[config.mk]
export PLATFORM = sky130hd
export DESIGN_NAME = lru_key_value_cache_top
export DESIGN_NICKNAME = d
export VERILOG_FILES = /design/src/rtl/lkvc_pkg.sv /design/src/rtl/lkvc_regs.sv /design/src/rtl/lkvc_ctrl.sv /design/src/rtl/lkvc_dp.sv /design/src/rtl/lru_key_value_cache_top.sv
export SDC_FILE = /design/constraint.sdc
export NUM_CORES = 1
export LEC_CHECK = 0
export BUFFER_PORTS_ARGS = -buffer_cell sky130_fd_sc_hd__buf_4
export CAP_MARGIN = 25
export CORE_AREA = 5 5 289 432
export CTS_CLUSTER_DIAMETER = 150
export DETAILED_ROUTE_END_ITERATION = 10
export DIE_AREA = 0 0 294 437
export SLEW_MARGIN = 20
export SYNTH_ARGS = -nofsm -noshare
export SYNTH_HDL_FRONTEND = slang
export SYNTH_SLANG_ARGS = --single-unit
[constraint.sdc]
create_clock -name clk -period 6.7 [get_ports clk]
set_clock_uncertainty 0.1 [all_clocks]
set_input_delay 1.005 -clock clk [delete_from_list [all_inputs] [get_ports clk]]
set_output_delay 1.005 -clock clk [all_outputs]
set_load 0.1 [all_outputs]
[src/rtl/lkvc_pkg.sv]
package lkvc_pkg;

  localparam int ENTRIES_DEF     = 16;
  localparam int KEY_WIDTH_DEF   = 16;
  localparam int VALUE_WIDTH_DEF = 32;

  localparam int IN_KEY_W  = 16;
  localparam int DATA_W    = 32;
  localparam int CAP_W     = 5;
  localparam int PADDR_W   = 3;

  localparam logic [CAP_W-1:0]  CAP_RESET  = 5'd16;
  localparam logic              REG_CAPACITY = 1'b0;
  localparam logic [DATA_W-1:0] MISS_VALUE = '1;

  localparam logic MODE_GET = 1'b0;
  localparam logic MODE_SET = 1'b1;

  typedef struct packed {
    logic                     mode;
    logic [IN_KEY_W-1:0]      key;
    logic signed [DATA_W-1:0] value;
  } in_item_t;

  typedef struct packed {
    logic                     hit;
    logic signed [DATA_W-1:0] read_value;
  } out_item_t;

  typedef struct packed {
    logic load;
    logic exec;
  } ctrl_cmd_t;

  typedef struct packed {
    logic is_get;
    logic out_busy;
  } dp_stat_t;

endpackage

[src/rtl/lkvc_regs.sv]
module lkvc_regs (
  input  logic                          clk,
  input  logic                          rst_n,
  input  logic                          psel,
  input  logic                          penable,
  input  logic                          pwrite,
  input  logic [lkvc_pkg::PADDR_W-1:0]  paddr,
  input  logic [lkvc_pkg::DATA_W-1:0]   pwdata,
  output logic [lkvc_pkg::DATA_W-1:0]   prdata,
  output logic                          pready,
  output logic [lkvc_pkg::CAP_W-1:0]    capacity
);
  import lkvc_pkg::*;

  logic [CAP_W-1:0] cap_r;
  logic [CAP_W-1:0] cap_nxt;
  logic             wr_en;

  assign pready = 1'b1;
  assign wr_en  = psel && penable && pwrite && pready;

  always_comb begin
    cap_nxt = cap_r;
    if (wr_en && paddr[2] == REG_CAPACITY) begin
      cap_nxt = pwdata[CAP_W-1:0];
    end
  end

  always_ff @(posedge clk) begin
    if (!rst_n) begin
      cap_r <= CAP_RESET;
    end else begin
      cap_r <= cap_nxt;
    end
  end

  always_comb begin
    prdata = '0;
    if (paddr[2] == REG_CAPACITY) begin
      prdata = {{(DATA_W-CAP_W){1'b0}}, cap_r};
    end
  end

  assign capacity = cap_r;

endmodule

[src/rtl/lkvc_ctrl.sv]
module lkvc_ctrl (
  input  logic                 clk,
  input  logic                 rst_n,
  input  logic                 in_valid,
  output logic                 in_ready,
  input  lkvc_pkg::dp_stat_t   stat,
  output lkvc_pkg::ctrl_cmd_t  cmd
);
  import lkvc_pkg::*;

  typedef enum logic [1:0] {
    S_IDLE = 2'b01,
    S_EXEC = 2'b10
  } state_t;

  state_t state_r;
  state_t state_nxt;

  always_comb begin
    state_nxt = state_r;
    cmd       = '0;
    in_ready  = 1'b0;
    case (state_r)
      S_IDLE: begin
        in_ready = 1'b1;
        if (in_valid) begin
          cmd.load  = 1'b1;
          state_nxt = S_EXEC;
        end
      end
      S_EXEC: begin
        if (!(stat.is_get && stat.out_busy)) begin
          cmd.exec  = 1'b1;
          state_nxt = S_IDLE;
        end
      end
      default: begin
        state_nxt = S_IDLE;
      end
    endcase
  end

  always_ff @(posedge clk) begin
    if (!rst_n) begin
      state_r <= S_IDLE;
    end else begin
      state_r <= state_nxt;
    end
  end

endmodule

[src/rtl/lkvc_dp.sv]
module lkvc_dp #(
  parameter int ENTRIES     = lkvc_pkg::ENTRIES_DEF,
  parameter int KEY_WIDTH   = lkvc_pkg::KEY_WIDTH_DEF,
  parameter int VALUE_WIDTH = lkvc_pkg::VALUE_WIDTH_DEF
) (
  input  logic                        clk,
  input  logic                        rst_n,
  input  lkvc_pkg::in_item_t          in_data,
  input  logic [lkvc_pkg::CAP_W-1:0]  capacity,
  input  lkvc_pkg::ctrl_cmd_t         cmd,
  output lkvc_pkg::dp_stat_t          stat,
  output logic                        out_valid,
  input  logic                        out_ready,
  output lkvc_pkg::out_item_t         out_data
);
  import lkvc_pkg::*;

  localparam int IDX_W = (ENTRIES > 1) ? $clog2(ENTRIES) : 1;
  localparam int OCC_W = $clog2(ENTRIES + 1);
  localparam int CMP_W = (OCC_W > CAP_W) ? OCC_W : CAP_W;
  localparam logic [CMP_W-1:0] ENT_C = CMP_W'(ENTRIES);

  logic                   mode_r;
  logic [KEY_WIDTH-1:0]   key_r;
  logic [VALUE_WIDTH-1:0] value_r;

  logic [KEY_WIDTH-1:0]   keys_r   [ENTRIES];
  logic [VALUE_WIDTH-1:0] values_r [ENTRIES];
  logic [ENTRIES-1:0]     valid_r;
  logic [ENTRIES-1:0]     valid_nxt;
  logic [IDX_W-1:0]       rank_r   [ENTRIES];
  logic [IDX_W-1:0]       rank_nxt [ENTRIES];
  logic [OCC_W-1:0]       occ_r;
  logic [OCC_W-1:0]       occ_nxt;

  logic                   out_valid_r;
  logic                   out_valid_nxt;
  out_item_t              out_r;

  logic [KEY_WIDTH+IN_KEY_W-1:0]    key_ext;
  logic [VALUE_WIDTH+DATA_W-1:0]    val_ext;
  logic [ENTRIES-1:0]     match;
  logic [ENTRIES-1:0]     lru;
  logic                   hit;
  logic [IDX_W-1:0]       hit_idx;
  logic [IDX_W-1:0]       lru_idx;
  logic [IDX_W-1:0]       free_idx;
  logic [IDX_W-1:0]       hit_rank;
  logic [IDX_W-1:0]       occ_m1;
  logic [CMP_W-1:0]       cap_c;
  logic [CMP_W-1:0]       eff_cap;
  logic                   full;
  logic [IDX_W-1:0]       sel_idx;
  logic [IDX_W-1:0]       old_rank;
  logic                   do_touch;
  logic                   do_write;
  logic                   do_key;
  logic                   insert_new;

  assign key_ext = {{KEY_WIDTH{1'b0}}, in_data.key};

  always_ff @(posedge clk) begin
    if (cmd.load) begin
      mode_r  <= in_data.mode;
      key_r   <= key_ext[KEY_WIDTH-1:0];
      value_r <= in_data.value[VALUE_WIDTH-1:0];
    end
  end

  assign occ_m1 = IDX_W'(occ_r - OCC_W'(1));

  always_comb begin
    hit_idx  = '0;
    lru_idx  = '0;
    free_idx = '0;
    hit_rank = '0;
    for (int i = 0; i < ENTRIES; i++) begin
      match[i] = valid_r[i] && (keys_r[i] == key_r);
      lru[i]   = valid_r[i] && (rank_r[i] == occ_m1);
      if (match[i]) begin
        hit_idx  = hit_idx | IDX_W'(i);
        hit_rank = hit_rank | rank_r[i];
      end
      if (lru[i]) begin
        lru_idx = lru_idx | IDX_W'(i);
      end
    end
    for (int i = ENTRIES - 1; i >= 0; i--) begin
      if (!valid_r[i]) begin
        free_idx = IDX_W'(i);
      end
    end
    hit = |match;
  end

  assign cap_c   = CMP_W'(capacity);
  assign eff_cap = (cap_c == '0) ? CMP_W'(1) : ((cap_c > ENT_C) ? ENT_C : cap_c);
  assign full    = CMP_W'(occ_r) >= eff_cap;

  always_comb begin
    sel_idx    = hit_idx;
    old_rank   = hit_rank;
    do_touch   = 1'b0;
    do_write   = 1'b0;
    do_key     = 1'b0;
    insert_new = 1'b0;
    if (cmd.exec) begin
      if (hit) begin
        do_touch = 1'b1;
        do_write = (mode_r == MODE_SET);
      end else if (mode_r == MODE_SET) begin
        do_touch = 1'b1;
        do_write = 1'b1;
        do_key   = 1'b1;
        if (full) begin
          sel_idx  = lru_idx;
          old_rank = occ_m1;
        end else begin
          sel_idx    = free_idx;
          insert_new = 1'b1;
        end
      end
    end
  end

  always_comb begin
    valid_nxt = valid_r;
    occ_nxt   = occ_r;
    for (int i = 0; i < ENTRIES; i++) begin
      rank_nxt[i] = rank_r[i];
      if (do_touch) begin
        if (IDX_W'(i) == sel_idx) begin
          rank_nxt[i] = '0;
        end else if (valid_r[i] && (insert_new || rank_r[i] < old_rank)) begin
          rank_nxt[i] = rank_r[i] + IDX_W'(1);
        end
      end
    end
    if (insert_new) begin
      valid_nxt[sel_idx] = 1'b1;
      occ_nxt            = occ_r + OCC_W'(1);
    end
  end

  always_ff @(posedge clk) begin
    if (!rst_n) begin
      valid_r <= '0;
      occ_r   <= '0;
      for (int i = 0; i < ENTRIES; i++) begin
        rank_r[i] <= '0;
      end
    end else begin
      valid_r <= valid_nxt;
      occ_r   <= occ_nxt;
      for (int i = 0; i < ENTRIES; i++) begin
        rank_r[i] <= rank_nxt[i];
      end
    end
  end

  always_ff @(posedge clk) begin
    if (do_write) begin
      values_r[sel_idx] <= value_r;
    end
    if (do_key) begin
      keys_r[sel_idx] <= key_r;
    end
  end

  assign val_ext = {{DATA_W{values_r[hit_idx][VALUE_WIDTH-1]}}, values_r[hit_idx]};

  always_comb begin
    out_valid_nxt = out_valid_r;
    if (cmd.exec && mode_r == MODE_GET) begin
      out_valid_nxt = 1'b1;
    end else if (out_ready) begin
      out_valid_nxt = 1'b0;
    end
  end

  always_ff @(posedge clk) begin
    if (!rst_n) begin
      out_valid_r <= 1'b0;
    end else begin
      out_valid_r <= out_valid_nxt;
    end
  end

  always_ff @(posedge clk) begin
    if (cmd.exec && mode_r == MODE_GET) begin
      out_r.hit        <= hit;
      out_r.read_value <= hit ? val_ext[DATA_W-1:0] : MISS_VALUE;
    end
  end

  assign stat.is_get   = (mode_r == MODE_GET);
  assign stat.out_busy = out_valid_r && !out_ready;
  assign out_valid     = out_valid_r;
  assign out_data      = out_r;

endmodule

[src/rtl/lru_key_value_cache_top.sv]
// lru key-value cache
// input channel in_valid/in_ready/in_data carries get or set items (mode, key,
// value); result channel out_valid/out_ready/out_data carries one item
// (hit, read_value) per get, nothing for a set.
// capacity is written through the apb-style port at byte address 0 by the user,
// who must do so only while idle; the block does not enforce this. values 0
// and above ENTRIES are clamped to 1 and ENTRIES. an item passes through a
// capture state, then an execute state in which the parallel key compare and
// rank update over the entry registers finish. a get result is written to the
// output register in its execute state and then shown on out_valid.
// the two-state controller accepts a new item only once the last one has executed.
// the output register holds a result while the receiver stalls; the next item
// is still accepted, and a get waits in its execute cycle until the result
// register is free.
// reset clears valid bits, ranks, occupancy and sets capacity to 16; keys and
// values are left as they are.
module lru_key_value_cache_top #(
  parameter int ENTRIES     = lkvc_pkg::ENTRIES_DEF,
  parameter int KEY_WIDTH   = lkvc_pkg::KEY_WIDTH_DEF,
  parameter int VALUE_WIDTH = lkvc_pkg::VALUE_WIDTH_DEF
) (
  input  logic                          clk,
  input  logic                          rst_n,
  input  logic                          in_valid,
  output logic                          in_ready,
  input  lkvc_pkg::in_item_t            in_data,
  output logic                          out_valid,
  input  logic                          out_ready,
  output lkvc_pkg::out_item_t           out_data,
  input  logic                          psel,
  input  logic                          penable,
  input  logic                          pwrite,
  input  logic [lkvc_pkg::PADDR_W-1:0]  paddr,
  input  logic [lkvc_pkg::DATA_W-1:0]   pwdata,
  output logic [lkvc_pkg::DATA_W-1:0]   prdata,
  output logic                          pready
);
  import lkvc_pkg::*;

  logic [CAP_W-1:0] capacity;
  ctrl_cmd_t        cmd;
  dp_stat_t         stat;

  lkvc_regs u_regs (
    .clk      (clk),
    .rst_n    (rst_n),
    .psel     (psel),
    .penable  (penable),
    .pwrite   (pwrite),
    .paddr    (paddr),
    .pwdata   (pwdata),
    .prdata   (prdata),
    .pready   (pready),
    .capacity (capacity)
  );

  lkvc_ctrl u_ctrl (
    .clk      (clk),
    .rst_n    (rst_n),
    .in_valid (in_valid),
    .in_ready (in_ready),
    .stat     (stat),
    .cmd      (cmd)
  );

  lkvc_dp #(
    .ENTRIES     (ENTRIES),
    .KEY_WIDTH   (KEY_WIDTH),
    .VALUE_WIDTH (VALUE_WIDTH)
  ) u_dp (
    .clk       (clk),
    .rst_n     (rst_n),
    .in_data   (in_data),
    .capacity  (capacity),
    .cmd       (cmd),
    .stat      (stat),
    .out_valid (out_valid),
    .out_ready (out_ready),
    .out_data  (out_data)
  );

endmodule

# Word-level counts from Yosys, hierarchy flattened

Memory sizes are Yosys's and may differ from the RTL's. A register that Yosys moved wholly into a read port is not among the register bits.
Index checks and enable logic that the tools add are counted.

Bits in registers: 79
Bits in latches: 0
Memory bits (writable): 832
Bits in read-only memories: 0
Input bits: 91
Output and inout bits: 68
Word-level logic and storage cells: 377
Memories: 3

Memories:

| memory        | words | bits a word | rd ports | clocked after memory_dff | write ports | RTL line      | text |
|---|---|---|---|---|---|---|---|
| u_dp.values_r | 16    | 32          | 1        | 1                        | 1           | lkvc_dp.sv:28 | `logic [VALUE_WIDTH-1:0] values_r [ENTRIES];` |
| u_dp.keys_r   | 16    | 16          | 16       | 0                        | 1           | lkvc_dp.sv:27 | `logic [KEY_WIDTH-1:0] keys_r [ENTRIES];` |
| u_dp.rank_r   | 16    | 4           | 16       | 0                        | 16          | lkvc_dp.sv:31 | `logic [IDX_W-1:0] rank_r [ENTRIES];` |

Add/subtract/negate cells: 18
Multiply operators: 0
Div/mod/pow operators: 0
$lt $le $gt $ge: 20
Eq/ne operators: 50
Shift operators: 0
Mux-type cells: 166
Bitwise gates (word level): 34
Reduce and logical (&&, ||, !) cells: 77

Operators with widths:

| kind                | number |
|---|---|
| $mux 4              | 120 |
| $eq 16x16->1        | 16 |
| $add 4x1->4 const B | 16 |
| $lt 4x4->1          | 16 |
| $eq 4x4->1          | 15 |
| $or 4x4->4          | 15 |
| $logic_and 1x1->1   | 54 |
| $eq 4x4->1 const A  | 8 |
| $mux 1              | 27 |
| $mux 3              | 8 |
| $eq 3x4->1 const A  | 4 |
| $logic_or 1x1->1    | 16 |
| $or 1x1->1          | 16 |
| $or 16x16->16       | 1 |
| $reduce_or 16->1    | 1 |
| $mux 5              | 3 |
| $mux 2              | 6 |
| $eq 2x4->1 const A  | 2 |
| $add 5x1->5 const B | 1 |
| $ge 5x5->1          | 1 |
| $gt 5x5->1 const B  | 1 |
| $logic_not 5->1     | 1 |
| $lt 4x5->1 const B  | 1 |
| $demux 1 s4         | 1 |
| 12 further kinds    | 15 |

# Logic depth before layout (Yosys ltp)

Gate-level depths: netlist of the first run.
An unclocked memory read counts as a cell.

Depth after elaboration: 45
Depth in mapped cells: 21
Gate-level depth less buffers: 19

# Hierarchy

Synthesis of the first run repeated with hierarchy kept, for this count alone.

Cell total of the unflattened synthesis: 3119
Area total of the unflattened synthesis: 42986.2 µm²

By module, submodules not included:

| module    | instances | cells each | area each (µm²) | seq. area each (µm²) |
|---|---|---|---|---|
| lkvc_dp   | 1         | 3052       | 42416.9         | 27246.1 |
| lkvc_regs | 1         | 58         | 479.2           | 100.1 |
| lkvc_ctrl | 1         | 9          | 90.1            | 40.0 |

# Worst setup path before layout of the first run

No wires, ideal clock.

Kind: reg-to-reg
From: register u_dp.occ_r[0]
To: memory u_dp.values_r[3][0] (netlist bit), enable pin
Setup time: 0.501 ns
Arrival time: 6.138 ns
Data required time: 6.099 ns
Path slack: -0.040 ns
Cell stages (with the launch flop): 14
Buffers on the path: 3
Clock period less this slack: 6.740 ns
Cell sequence: dfxtp_1 > buf_2 > buf_2 > inv_1 > ha_1 > xnor2_4 > buf_2 > xnor2_1 > nor2_1 > a221oi_1 > a41oi_1 > or2_1 > mux2_2 > nor4_1

Longest elaborated chain between the ends: 22
Elaborated cells on any way between the ends: 51
Those cells by class: add/sub: 1; order compare: 1; eq/ne: 15; mux: 19; reduce/logical: 15

Ends and longest elaborated chain:

| what                     | RTL line       | text |
|---|---|---|
| start: declaration       | lkvc_dp.sv:33  | `logic [OCC_W-1:0] occ_r;` |
| start signal: assignment | lkvc_dp.sv:154 | `occ_r <= occ_nxt;` |
| $sub 4x1->4 *            | lkvc_dp.sv:70  | `assign occ_m1 = IDX_W'(occ_r - OCC_W'(1));` |
| via u_dp.occ_m1[0]       | lkvc_dp.sv:49  | `logic [IDX_W-1:0] occ_m1;` |
| $eq 4x4->1               | lkvc_dp.sv:79  | `lru[i] = valid_r[i] && (rank_r[i] == occ_m1);` |
| $logic_and 1x1->1        | lkvc_dp.sv:79  |  |
| $mux 1                   | lkvc_dp.sv:84  | `if (lru[i]) begin` |
| $mux 2 (2 in a row)      | lkvc_dp.sv:84  |  |
| $mux 3 (4 in a row)      | lkvc_dp.sv:84  |  |
| $mux 4 (7 in a row)      | lkvc_dp.sv:84  |  |
| $mux 4 *                 | lkvc_dp.sv:84  |  |
| $mux 4 *                 | lkvc_dp.sv:115 | `if (full) begin` |
| $mux 4 *                 | lkvc_dp.sv:111 | `end else if (mode_r == MODE_SET) begin` |
| $mux 4 *                 | lkvc_dp.sv:108 | `if (hit) begin` |
| $mux 4 *                 | lkvc_dp.sv:107 | `if (cmd.exec) begin` |
| end: declaration         | lkvc_dp.sv:28  |  |

Mark *: on every way through the listed nets, which the timed path passes. The rest lies on a longest branch.

# Worst setup path in the final report of the first run

From: register u_dp.key_r[9]
To: memory u_dp.values_r[15][29] (netlist bit), enable pin

Longest elaborated chain between the ends: 20
Elaborated cells on any way between the ends: 55
Those cells by class: eq/ne: 16; mux: 22; reduce/logical: 17

Ends and longest elaborated chain:

| what                     | RTL line       | text |
|---|---|---|
| start: declaration       | lkvc_dp.sv:24  | `logic [KEY_WIDTH-1:0] key_r;` |
| start signal: assignment | lkvc_dp.sv:65  | `key_r <= key_ext[KEY_WIDTH-1:0];` |
| $eq 16x16->1             | lkvc_dp.sv:78  | `match[i] = valid_r[i] && (keys_r[i] == key_r);` |
| $logic_and 1x1->1        | lkvc_dp.sv:78  |  |
| $mux 1                   | lkvc_dp.sv:80  | `if (match[i]) begin` |
| $mux 2 (2 in a row)      | lkvc_dp.sv:80  |  |
| $mux 3 (4 in a row)      | lkvc_dp.sv:80  |  |
| $mux 4 (8 in a row)      | lkvc_dp.sv:80  |  |
| $mux 4                   | lkvc_dp.sv:111 |  |
| $mux 4                   | lkvc_dp.sv:108 |  |
| $mux 4                   | lkvc_dp.sv:107 |  |

Parallel ways exist; a longest one is shown, timed or not.

==> summary.md, run 1 <==
| Metric | Value |
|---|---|
| Mean Syn Cell Area | 13.1 sq um |
| Net Sw Power | 2.65 mW |
| Hold Vio Cnt, Final | 0 |
| CORE AREA | 0.120 sq mm |
| Syn Std Cell Area | 0.0419 sq mm |
| Final period util | 84.3% |
| Cell family with most CP delay | simple AND/OR/NAND/NOR gates |
| Routed WL | 115000 um |
| VDD IR max | 0.212 mV |
| Slowest cell on crit path | edfxtp_1 |
| Grt ovf | 0 |
| Clock buffer depth | 3 |
| DR vias/cell | 5.30 |
| CTS H-tree lvls | 3 |
| Initial antenna violation count | 2 |
| WS Path Type | register to register |
| Commonest non-fill, non-tap cell in the layout | edfxtp_1 |
| CP cell instances | xor2_1 > nor4_1 > nand4_1 > o22a_1 > nand4b_1 > buf_4 > a41oi_1 > a21oi_1 > nand3_1 > nor2_4 > buf_12 |
| Critical Path AT | 5.90 ns |
| Crit path capture type | register |
| Port Buffers | 101 |
| Critical path peak fanout | 46 |
| Measured slew at the worst slew-check pin | 1.06 ns |
| RSZ-0062 raised after global routing | no |
| # nets final | 3487 |
| Total track usage | 17.3% |
| Rows | 156 |
| Post-Synth Simple-Gate Area | 12.2% |
| 1st-iter DRT viols | 2111 |
| Initial Util | 34.8% |
| Top FF cell, synth | edfxtp_1 |
| CTS tree | yes |
| Global-route wire length before repair | 169000 um |
| Area Growth Syn to Fin | 14.1% |
| Status | complete, no violations |
| Most frequent cells in the layout | 850 x edfxtp_1, 458 x nand2_1, 186 x xnor2_1, 182 x buf_4 |
| Share of layout cells above drive strength 1 | 11.6% |
| Period minus WS final | 5.65 ns |
| Die width | 294 um |
| Hold_buf cts | 0 |
| Fillers | 11189 |
| Diode count | 0 |
| ANT nets after route | 0 |
| Total power | 12.1 mW |
| Clk Latency, worst-skew pair | 0.71 ns |
| Vias | 26397 |
| Clk pwr share | 43.2% |
| Sink Count | 943 |
| Fmax | 0.177 GHz |
| Post-synth EDFFs | 850 |
| IO Count | 159 |
| PD cells | 253 mW/mm^2 |
| Combinational share of power | 3.1% |
| Post-CTS sizing | 0 |
| WP data required | 6.95 ns |
| Max cap viols | 0 |
| FFs w/ async S/R, synth | 0% |
| Slowest Stage Delay on Critical Path | 0.96 ns |
| Warnings, synthesis | 0 |
| CP startpoint kind | register |
| Placer congestion estimate | 0.949 |
| Setup TNS | 0 ns |
| Proportion of synthesized area in mux cells | 2.59% |
| Static Leak | 15.7 nW |
| Syn Inst Count | 3203 |
| Buf/Inv on CP | 2 |
| Num CTS Buffers | 92 |
| DRC | 0 |
| Compound-gate portion of the synthesized area | 7.55% |
| Largest net degree at the start of global routing | 164 |
| Initial DRT Pass Iterations | 5 |
| Internal cell power | 9.49 mW |
| Max-slew violations | 0 |
| Postcts setup bufs | 0 |
| Die Y | 437 um |
| Synth Area in XOR/XNOR | 7.22% |
| Post-synthesis sequential area ratio | 65.3% |
| Distinct cells, synth | 84 |
| Setup violators final | 0 |
| Largest family of logic cells by synthesized area | simple AND/OR/NAND/NOR gates |
| Root Driver | clkbuf_16 |
| Switching Share | 21.8% |
| Die area | 0.128 sq mm |
| Vias in the first global route | 26129 |
| Hold crit path type | input pin to register |
| Worst-path clk slew | 0.06 ns |
| DR WL/cell | 23.1 um |
| Adder-cell area share of the yosys netlist | 2.12% |
| Max-slew headroom | 29.5% |
| Final core occ | 39.7% |
| Seq cells post-synth | 943 |
| Sequential power share | 53.7% |
| DP HPWL | 67400 um |
-- Yosys cell counts (10+ instances only) --
cell      count  area [sq um]
or4_1        11          82.6
nand3_1     132           661
edfxtp_1    850         25500
nand2_1     460          1730
nand4_1      64           400
nor4_1       28           175
a21oi_1     125           626
buf_2        20           100
a31oi_1      11          68.8
nor2_1      113           424
a32oi_1      32           280
a22oi_1      16           120
dfxtp_1      93          1860
or3_1        34           213
xnor2_1     186          1630
o211ai_1     45           338
buf_4        36           270
and3_1      112           701
and2_1       14          87.6
buf_6        12           135
a211oi_1     40           300
nor3_1       31           155
o22ai_1      10          62.6
buf_1        21          78.8
xor2_1      131          1150
o21a_1       24           180
mux2i_1     104          1040
ha_1         71           888
o31ai_1      12          90.1
clkbuf_1    100           375
o21ai_0      55           275
inv_1        25          93.8
nor2b_1      10          62.6
-- per-stage QoR --
stage,std cells,hold WS (ns),setup slack (ns),instance area [sq um]
final,4981,0.370,1.05,47900
after global routing,4981,0.331,0.626,47900
after CTS,4981,0.324,1.00,47900
after detailed placement,4811,0.414,1.05,44800
after global placement,4810,0.404,1.18,44800
after floorplan,3229,0.379,1.02,42000
-- final timing paths --
path	start	to	slack, ns	cells after the start
worst max-delay path	u_dp.key_r[9]	u_dp.values_r[15][29]	1.05	11
worst max register to register	u_dp.key_r[9]	u_dp.values_r[15][29]	1.05	11
worst min register to register	u_dp.occ_r[4]	u_dp.occ_r[4]	0.43	2
worst min-delay path	in_data[2]	u_dp.value_r[2]	0.37	1
-- sequential cells by signal, summed over array words and instances (netlist names) --
| name | count |
|---|---|
| u_dp.valid_r | 16 |
| u_dp.out_valid | 1 |
| u_dp.key_r | 16 |
| u_dp.keys_r | 256 |
| u_dp.occ_r | 5 |
| u_dp.value_r | 32 |
| u_regs.capacity | 5 |
| u_dp.out_data | 33 |
| u_dp.rank_r | 64 |
| u_ctrl.state_r | 2 |
| u_dp.mode_r | 1 |
| u_dp.values_r | 512 |
-- cell families (layout without fill, tap and decap cells) --
family | count (synthesis) | in the layout
other | 2 | 28
and+or+nand+nor | 1062 | 1062
DFF | 943 | 943
muxes | 108 | 108
AOI/OAI and AO/OA | 462 | 462
adders and majority gates | 71 | 71
buffers and inverters | 226 | 398
xor gates and xnor gates | 329 | 329
-- metal layers --
metal | track usage [%] | vias up | wire length, um
li1 | - | 12128 | -
met1 | 21.3 | 13126 | 46300
met2 | 29.9 | 860 | 56800
met3 | 3.00 | 279 | 6490
met4 | 7.53 | 4 | 5450
met5 | 0 | - | 15
-- final cells by class --
type                       instances  area, sq um  share of cell area, %
tap                             1580         1980                   4.13
inverter                          26         98.8                  0.206
timing repair buffer             202         1770                   3.69
clock inverter                    58          612                   1.28
clock buffer                     112         2440                   5.09
multi-input combinational       2060        13600                   28.4
sequential                       943        27400                   57.2
-- power groups by stage --
stage | clock network (mW) | registers (mW) | logic (mW)
6_report | 5.24 | 6.51 | 0.373
5_1_grt | 5.60 | 6.52 | 0.400
4_1_cts | 5.37 | 6.51 | 0.380
3_5_place_dp | 0 | 6.64 | 0.379
3_3_place_gp | 0 | 6.64 | 0.375
2_1_floorplan | 0 | 6.61 | 0.279
No activity file was read; power rests on OpenSTA's default activity.
==> run 2: changes to the inputs <==
Clock period 6.7 ns to 5.9 ns, I/O delays scaled along.
==> run 2 against run 1 <==
Critical path depth is 6 higher. Utilization is 0.40 points higher. Final cell count is 1.2% higher. Sequential share of layout area is 0.58 points lower. Power is 12% higher. Highest routed layer is now met4. Global-route usage is 0.20 points higher. Routed wire length is 0.39% higher. Clock-buffer cell count is 5 higher.
==> summary.md, run 2 (synthesized netlist as in run 1, its figures left out) <==
| Metric | Value |
|---|---|
| Port Buffers | 101 (unchanged) |
| Most flops, register | u_dp.values_r |
| WS Path Type | register to register |
| VDD IR max | 0.206 mV (-2.9%) |
| 1st-iter DRT viols | 2058 (-2.5%) |
| CTS H-tree lvls | 3 (unchanged) |
| Die area | 0.128 sq mm (unchanged) |
| Sequential power share | 54.2% (+0.5 points) |
| Area Growth Syn to Fin | 15.3% |
| WP data required | 6.39 ns (-0.56 ns) |
| Setup TNS | 0 ns (unchanged) |
| Max-slew violations | 0 (unchanged) |
| DP HPWL | 72000 um (+6.8%) |
| Static Leak | 16.0 nW (+1.8%) |
| Setup violators final | 0 (unchanged) |
| Clk pwr share | 42.6% (-0.6 points) |
| Switching Share | 21.5% (-0.27 points) |
| Met2 routed WL | 57100 um (+0.50%) |
| DR WL/cell | 22.9 um (-0.76%) |
| Critical path peak fanout | 10 (-78%) |
| Final period util | 90.6% (+6.3 points) |
| Fmax | 0.187 GHz (+5.7%) |
| Diode count | 0 (unchanged) |
| Routed WL | 116000 um (+0.39%) |
| Grt ovf | 0 (unchanged) |
| Initial antenna violation count | 2 (unchanged) |
| Sink Count | 943 (unchanged) |
| Net Sw Power | 2.94 mW (+11%) |
| Share of layout cells above drive strength 1 | 13.2% (+1.6 points) |
| Post-Route M1 WL | 47100 um (+1.7%) |
| Measured slew at the worst slew-check pin | 1.11 ns (+0.0545 ns) |
| Die width | 294 um (unchanged) |
| DRC | 0 (unchanged) |
| Routed wl met3 | 6040 um (-6.9%) |
| Crit path capture type | register |
| Rows | 156 (unchanged) |
| Internal cell power | 10.7 mW (+13%) |
| Post-DP Area | 0.0454 sq mm (+1.3%) |
| Hold crit path type | input pin to register |
| ANT nets after route | 0 (unchanged) |
| Slowest cell on crit path | edfxtp_1 |
| Num CTS Buffers | 92 (unchanged) |
| Fillers | 11209 (+0.18%) |
| Initial DRT Pass Iterations | 5 (unchanged) |
| Period minus WS final | 5.35 ns (-0.303 ns) |
| Max cap viols | 0 (unchanged) |
| Global-route wire length before repair | 172000 um (+1.5%) |
| RSZ-0062 raised after global routing | no |
| Hold_buf cts | 0 (unchanged) |
| Vias | 26623 (+0.86%) |
| Hold Vio Cnt, Final | 0 (unchanged) |
| Status | complete, no violations |
| CP cell instances | buf_4 > xor2_1 > nor4_1 > nand3_1 > o22ai_1 > nor4_4 > nand3b_4 > nor2_1 > o21ai_1 > buf_4 > ha_1 > and3_1 > a221o_1 > a21oi_1 > o211ai_1 > or3_1 > a21boi_1 |
| PD cells | 282 mW/mm^2 (+11%) |
| Post-CTS sizing | 0 (unchanged) |
| Most frequent cells in the layout | 850 x edfxtp_1, 458 x nand2_1, 236 x buf_4, 186 x xnor2_1 |
| Critical Path AT | 5.83 ns (-0.07 ns) |
| Multi-input logic area | 0.0136 sq mm (about the same) |
| CTS tree | yes |
| Die Y | 437 um (unchanged) |
| Root Driver | clkbuf_16 |
| Vias in the first global route | 26495 (+1.4%) |
| Commonest non-fill, non-tap cell in the layout | edfxtp_1 |
| Postcts setup bufs | 0 (unchanged) |
| Clock buffer depth | 3 (unchanged) |
| Highest metal used | met4 |
| Max-slew headroom | 25.9% (-3.6 points) |
| Register area | 0.0274 sq mm (unchanged) |
| Largest net degree at the start of global routing | 164 (unchanged) |
| Slowest Stage Delay on Critical Path | 0.73 ns (-0.23 ns) |
| DR vias/cell | 5.28 (-0.30%) |
| Max FFs per register | 512 (unchanged) |
| CORE AREA | 0.120 sq mm (unchanged) |
| Crit-path most repeated cell | buf_4 |
| Reg2Reg Setup Slack | 0.55 ns (-0.50 ns) |
| Placer congestion estimate | 0.956 (+0.77%) |
| Initial Util | 34.8% (unchanged) |
| Clk Latency, worst-skew pair | 0.70 ns (about the same) |
| # nets final | 3550 (+1.8%) |
| Total track usage | 17.5% (+0.20 points) |
| Combinational share of power | 3.2% (about the same) |
| Worst-path clk slew | 0.06 ns (about the same) |
| Largest registers | u_dp.values_r x512, u_dp.keys_r x256, u_dp.rank_r x64 |
| CP startpoint kind | register |
| IO Count | 159 (unchanged) |
| Final Instance Area | 0.0484 sq mm (+1.0%) |
run 2: cell count changes in the layout (fill, tap and decap cells not counted), moves of 2 or more:
cell and delta:
clkinv_2 -2, bufinv_16 -2, clkinv_1 -10, buf_12 +9, clkbuf_1 +5, clkinvlp_4 +4
inv_6 -2, buf_4 +54, clkinv_4 +4, clkinv_16 -3
run 2: path summary, 6_finish.rpt:
check                                     endpoint  cells past startpoint           start
worst max-delay path            u_dp.rank_r[0][47]                     17  u_dp.key_r[11]
worst min-delay path              u_dp.value_r[12]                      1     in_data[12]
worst max register to register  u_dp.rank_r[0][47]                     17  u_dp.key_r[11]
worst min register to register       u_dp.occ_r[4]                      2   u_dp.occ_r[4]
run 2: per-layer routing:
layer,vias to the layer above,GRT usage (%)
met1,13201,22.2
met3,291,2.58
met4,0,7.67
met5,-,0
met2,885,29.8
li1,12246,-
run 2: final cells by class:
type | count | area share, %
sequential | 943 | 56.6
tap | 1580 | 4.09
clock buffer | 117 | 5.10
timing repair buffer | 265 | 4.86
multi-input combinational | 2060 | 28.1
clock inverter | 48 | 1.01
inverter | 26 | 0.204
run 2: power groups by stage:
stage               registers [mW]  clock network [mW]  logic, mW
global placement              7.54                   0      0.437
CTS                           7.40                5.97      0.443
floorplan                     7.51                   0      0.317
finish                        7.40                5.80      0.436
global route                  7.40                6.22      0.468
detailed placement            7.54                   0      0.441
run 2: worst max-delay path: cells and delay by family, from the launching register on:
kind	cells	cell delay, ns
flops	1	0.73
buf+inv	2	0.69
fa+ha+maj	1	0.28
compound gates	6	1.54
xor+xnor	1	0.09
simple gates	7	1.80
run 2: per-stage QoR:
step	total power, mW	util (%)	hold WS (ns)	setup WS, ns	cells
finish	13.6	40.2	0.266	0.554	5039
global route	14.1	40.2	0.225	0.229	5039
CTS	13.8	40.2	0.184	0.494	5039
detailed placement	7.98	37.7	0.420	0.575	4874
global placement	7.98	37.7	0.412	0.617	4874
floorplan	7.83	-	0.379	0.217	3229
